===== src/rtl/stereo_strip_space_point_assert.svh =====
// Assertion macros shared by the space point modules.
// Each macro expects clk and rst_n to be visible where it is used.
`ifndef STEREO_STRIP_SPACE_POINT_ASSERT_SVH
`define STEREO_STRIP_SPACE_POINT_ASSERT_SVH
`define SSSP_ASSERT_IMP(lbl, ante, cons, msg) \
  lbl: assert property (@(posedge clk) disable iff (!rst_n) (ante) |-> (cons)) else $error(msg);
`define SSSP_ASSERT_NXT(lbl, ante, cons, msg) \
  lbl: assert property (@(posedge clk) disable iff (!rst_n) (ante) |=> (cons)) else $error(msg);
`endif


===== src/rtl/sssp_pkg.sv =====
// Package for the stereo strip space point builder.
// Holds item types, status and register codes, and controller types.
`timescale 1ns / 1ps
package sssp_pkg;

  typedef struct packed {
    logic               action;
    logic [2:0]         plane_id;
    logic [3:0]         module_id;
    logic [1:0]         sensor_id;
    logic [2:0]         row_id;
    logic signed [23:0] cluster_charge;
    logic signed [31:0] pos_x;
    logic signed [31:0] pos_y;
    logic signed [31:0] pos_z;
  } in_item_t;

  typedef struct packed {
    logic [2:0]         status;
    logic               point_valid;
    logic signed [31:0] point_x;
    logic signed [31:0] point_y;
    logic signed [31:0] point_z;
    logic signed [27:0] total_charge;
    logic [1:0]         grouped_sensor;
  } out_item_t;

  localparam logic [2:0] ST_OK     = 3'd0;
  localparam logic [2:0] ST_PLANE  = 3'd1;
  localparam logic [2:0] ST_MODULE = 3'd2;
  localparam logic [2:0] ST_SENSOR = 3'd3;
  localparam logic [2:0] ST_ROW    = 3'd4;
  localparam logic [2:0] ST_FULL   = 3'd5;

  localparam logic REG_TAN = 1'b0;
  localparam logic REG_COT = 1'b1;

  localparam logic [29:0] TAN_RST = 30'd21477152;
  localparam logic [31:0] COT_RST = 32'd3276254;

  localparam logic signed [27:0] CHG_MAX = 28'sh7FFFFFF;
  localparam logic signed [27:0] CHG_MIN = 28'sh8000000;

  typedef enum logic [3:0] {
    S_IDLE, S_CHECK, S_DLOAD, S_DIV, S_MEAN, S_DIFF, S_MUL, S_FIN, S_DONE
  } state_t;

  typedef struct packed {
    logic load;
    logic check;
    logic dload;
    logic div_step;
    logic mean;
    logic diff;
    logic mul;
    logic fin;
    logic out_load;
  } cmd_t;

  typedef struct packed {
    logic need_pt;
  } sts_t;

endpackage


===== src/rtl/sssp_ctrl.sv =====
// Controller of the space point builder: sequences check, divide and
// multiply steps. Depends on sssp_pkg and the assertion macro header.
`timescale 1ns / 1ps
`include "stereo_strip_space_point_assert.svh"
module sssp_ctrl #(
  parameter int MAX_CLUSTERS = 16
) (
  input  logic          clk,
  input  logic          rst_n,
  input  logic          in_valid,
  output logic          in_ready,
  output logic          out_valid,
  input  logic          out_ready,
  output sssp_pkg::cmd_t cmd,
  input  sssp_pkg::sts_t sts
);
  localparam int CNT_W = $clog2(MAX_CLUSTERS + 1);
  localparam int SUM_W = 32 + CNT_W;
  localparam int DC_W  = $clog2(SUM_W);

  sssp_pkg::state_t state_r, state_nxt;
  logic [DC_W-1:0]  cnt_r, cnt_nxt;
  logic             out_valid_r, out_valid_nxt;
  logic             div_last;

  assign div_last  = (cnt_r == DC_W'(SUM_W - 1));
  assign in_ready  = (state_r == sssp_pkg::S_IDLE);
  assign out_valid = out_valid_r;

  always_ff @(posedge clk) begin
    if (!rst_n) begin
      state_r     <= sssp_pkg::S_IDLE;
      cnt_r       <= '0;
      out_valid_r <= 1'b0;
    end else begin
      state_r     <= state_nxt;
      cnt_r       <= cnt_nxt;
      out_valid_r <= out_valid_nxt;
    end
  end

  always_comb begin
    state_nxt = state_r;
    cnt_nxt   = cnt_r;
    cmd       = '0;
    case (state_r)
      sssp_pkg::S_IDLE: begin
        if (in_valid) begin
          cmd.load  = 1'b1;
          state_nxt = sssp_pkg::S_CHECK;
        end
      end
      sssp_pkg::S_CHECK: begin
        cmd.check = 1'b1;
        state_nxt = sts.need_pt ? sssp_pkg::S_DLOAD : sssp_pkg::S_DONE;
      end
      sssp_pkg::S_DLOAD: begin
        cmd.dload = 1'b1;
        cnt_nxt   = '0;
        state_nxt = sssp_pkg::S_DIV;
      end
      sssp_pkg::S_DIV: begin
        cmd.div_step = 1'b1;
        cnt_nxt      = cnt_r + 1'b1;
        if (div_last) begin
          state_nxt = sssp_pkg::S_MEAN;
        end
      end
      sssp_pkg::S_MEAN: begin
        cmd.mean  = 1'b1;
        state_nxt = sssp_pkg::S_DIFF;
      end
      sssp_pkg::S_DIFF: begin
        cmd.diff  = 1'b1;
        state_nxt = sssp_pkg::S_MUL;
      end
      sssp_pkg::S_MUL: begin
        cmd.mul   = 1'b1;
        state_nxt = sssp_pkg::S_FIN;
      end
      sssp_pkg::S_FIN: begin
        cmd.fin   = 1'b1;
        state_nxt = sssp_pkg::S_DONE;
      end
      sssp_pkg::S_DONE: begin
        if (!out_valid_r || out_ready) begin
          cmd.out_load = 1'b1;
          state_nxt    = sssp_pkg::S_IDLE;
        end
      end
      default: begin
        state_nxt = sssp_pkg::S_IDLE;
      end
    endcase
  end

  always_comb begin
    if (cmd.out_load) begin
      out_valid_nxt = 1'b1;
    end else if (out_ready) begin
      out_valid_nxt = 1'b0;
    end else begin
      out_valid_nxt = out_valid_r;
    end
  end

  `SSSP_ASSERT_IMP(a_ready_idle, in_ready, state_r == sssp_pkg::S_IDLE, "ready outside idle")
  `SSSP_ASSERT_NXT(a_div_end, state_r == sssp_pkg::S_DIV && div_last, state_r == sssp_pkg::S_MEAN, "divide did not end")
  `SSSP_ASSERT_NXT(a_out_load, state_r == sssp_pkg::S_DONE && (!out_valid_r || out_ready), out_valid_r && state_r == sssp_pkg::S_IDLE, "result not loaded")
endmodule


===== config.mk =====
export PLATFORM = sky130hd
export DESIGN_NAME = sssp_ctrl
export DESIGN_NICKNAME = d
export VERILOG_FILES = /design/src/rtl/sssp_pkg.sv /design/src/rtl/sssp_ctrl.sv
export VERILOG_INCLUDE_DIRS = /design/src /design/src/rtl
export SDC_FILE = /design/constraint.sdc
export NUM_CORES = 1
export LEC_CHECK = 0
export BUFFER_PORTS_ARGS = -buffer_cell sky130_fd_sc_hd__buf_2
export CAP_MARGIN = 20
export CORE_MARGIN = 2
export CORE_UTILIZATION = 45
export DETAILED_ROUTE_END_ITERATION = 6
export GPL_TIMING_DRIVEN = 0
export PLACE_DENSITY = 0.76
export SLEW_MARGIN = 20
export SYNTH_ARGS = -nofsm -noshare
export SYNTH_HDL_FRONTEND = slang
export SYNTH_SLANG_ARGS = --single-unit

===== constraint.sdc =====
create_clock -name clk -period 1.4 [get_ports clk]
set_clock_uncertainty 0.15 [all_clocks]
set_input_delay 0.07 -clock clk [delete_from_list [all_inputs] [get_ports clk]]
set_output_delay 0.07 -clock clk [all_outputs]
set_load 0.02 [all_outputs]

==> flow_metrics.py <==
metrics = {
    "run_status": {
        "status": "finished with violations",
        "violations": "negative setup slack",
    },
    "grt": {
        "antenna_found_initial": 0,
        "grt_pass1_wl_mm": 3.11,
        "grt_use_total": 0.237,
        "grt_pass1_vias": 635,
        "grt_max_degree": 11,
        "grt-ovfl-total": 0,
    },
    "cells_and_area": {
        "layout-drive-gt1-share": 0.477,
        "final_common_cell": "buf_4",
        "fin_cells": 124,
        "n_fill_cell": 78,
        "fin_area_mm2": 0.00105,
        "final_util": 0.789,
        "num_antenna_cells": 0,
        "syn_to_final_growth_pct": 59.3,
        "fin_nets": 117,
    },
    "yosys": {
        "yosysSeqAreaShare": 0.333,
        "synth_nets": 88,
        "synth_compound_area_frac": 0.180,
        "ys_warn_count": 0,
        "synthDistinctLibCells": 34,
        "synth_cells": 81,
        "synth_edf_count": 0,
        "synth_adder_area_share": 0.0379,
        "synthSimpleGateAreaFrac": 0.333,
        "avgSynthCellArea_um2": 8.16,
        "synth_flop_cell": "dfxtp_1",
        "synth-async-reset-ratio": 0,
        "synth_area_leaders": "dfxtp_1 33%, nand2b_1 5.7%, a21oi_1 4.5%, nor3_1 4.5%, ha_1 3.8%",
        "yosysTopAreaCell": "dfxtp_1",
        "synthMuxAreaShare": 0,
        "ys_seq_elements": 11,
        "synth_xor_area_frac": 0.0398,
        "synth_top_cell_area_share": 0.333,
        "synth_top_family_by_area": "simple AND/OR/NAND/NOR gates",
        "syn_area_um2": 661,
    },
    "routing": {
        "drt_wl_total_mm": 2.15,
        "postRouteAntennaNets": 0,
        "via_per_inst": 6.02,
        "dr.pass1.iters": 4,
        "drt-initial-drc-count": 34,
        "wl_per_cell_um": 17.3,
        "drc_errors": 0,
        "route.vias.total": 747,
    },
    "placed_design": {
        "dp_cells": 111,
        "dpl-instance-area_um2": 786,
        "place_hpwl_mm": 1.04,
        "io_buffers": 15,
        "place_congestion": 0.744,
    },
    "sta": {
        "fin_tns_setup_ns": -2.94,
        "hold_ws_ns": 0.132,
        "period_share": 1.19,
        "layout_setup_ws_ns": -0.270,
        "slew_viol_final": 0,
        "rsz0062_at_grt": "true",
        "hold_violations": 0,
        "tightest_slew_ns": 0.260,
        "finalSetupViolations": 20,
        "slew_headroom": 0.826,
        "fmax_mhz": 599,
        "min_period_ns": 1.67,
    },
    "power_and_ir_drop": {
        "leakage_nw": 0.431,
        "p_int_mw": 0.847,
        "power_frac_seq": 0.293,
        "pwr-share-clk": 0.178,
        "net-switching-power_mw": 0.548,
        "pwr-share-comb": 0.528,
        "swShare": 0.393,
        "irDropWorstVdd_v": 0.000855,
        "power_density_mw_per_mm2": 1330,
    },
    "floorplanning": {
        "rows": 13,
        "die_h_um": 42.3,
        "die_area_mm2": 0.00179,
        "die_w_um": 42.3,
        "core_area_mm2": 0.00133,
        "start_util": 0.495,
        "ios": 16,
    },
    "clock_network": {
        "clock_latency_ns": 0.29,
        "htree_levels": 1,
        "clkTransAtPathRegs_ns": 0.08,
        "cts_tree": "built",
        "cts_max_path_buffers": 2,
        "clock-root-buffer": "clkbuf_4",
        "cts_inserted_buffers": 3,
        "cts.sink_count": 11,
    },
    "worst_setup_path": {
        "start_kind": "flip-flop",
        "cp-startpoint": "state_r[2]",
        "worstPathMaxFanout": 3,
        "cp_data_required_time_ns": 1.18,
        "crit_arrival_ns": 1.45,
        "r2r_start": "state_r[2]",
        "ff2ff_path_depth": 5,
        "critical_path_class": "reg -> out",
        "critPathCaptureType": "primary output",
        "rrSetupSlack_ns": -0.25,
    },
    "worst_hold_path": {
        "holdCritStartpoint": "sts",
        "hp-class": "in -> reg",
        "min_path_cells": 4,
    },
    "run": {
        "cap_violations": 0,
    },
}
==> cell type report <==
class,instances,area [um^2],share of cell area
inverters,6,22.5,0.0214
clock buffers,4,26.3,0.0250
repair buffers,25,195,0.185
flip-flops and latches,11,231,0.220
well taps,15,18.8,0.0178
multi-input cells,59,500,0.476
plain buffers,4,57.6,0.0547
==> Yosys cell counts, types with 2 or more instances <==
library cell  instances
a21oi_1               6
a31o_1                2
a41oi_1               2
buf_4                 2
dfxtp_1              11
ha_1                  2
inv_1                 6
nand2_1               5
nand2b_1              6
nor2_1                6
nor3_1                6
nor3b_1               2
o21ai_0               3
xor2_1                2
==> power by group through the flow <==
stage          clock, mW  sequential [mW]  combinational, mW
4_1_cts            0.221            0.397              0.604
5_1_grt            0.263            0.413              0.783
2_1_floorplan          0            0.393              0.369
6_report           0.249            0.409              0.737
3_5_place_dp           0            0.397              0.474
3_3_place_gp           0            0.395              0.468
==> kinds of logic (layout without fill, tap and decap cells) <==
kind of cell             count (synthesis)  count (layout)
AO/OA/AOI/OAI                           17              17
XOR/XNOR                                 3               3
adder cells (fa/ha/maj)                  2               2
buffers and inverters                   11              39
flip-flops                              11              11
AND/OR/NAND/NOR                         37              37
==> flip-flops by register name (all words and copies together) (netlist names) <==
register	cells
cnt_r	6
state_r	4
out_valid	1
==> final timing paths <==
kind / to
max: cmd[0]
min reg2reg: cnt_r[3]
max reg2reg: state_r[0]
min: state_r[1]
==> metal layers <==
layer	part of all wire	GRT usage
met1	0.40	0.282
met2	0.49	0.366
met3	0.085	0.0733
met5	0	0
met4	0.032	0.150
==> repair_timing <==
item	in CTS	in global routing
resized for setup	31	16
buffers inserted	5	3
endpoints found under the setup margin	18	21
hold endpoints to repair	6	0
cloned	0	0
hold buffers	2	0
pin swaps	6	9
==> critical path, cell delays in order, from the launching register on <==
cell     delay [ns]
dfxtp_4        0.36
or4b_4         0.57
nor2b_4        0.12
buf_6          0.11
==> metrics by stage <==
step                      power, mW  setup slack [ns]
after floorplan               0.762            -0.127
after global placement        0.863            -0.240
after global routing           1.46            -0.316
after CTS                      1.22            -0.240
after detailed placement      0.872            -0.242
final                          1.39            -0.270
(Power assumes the default switching activity.)
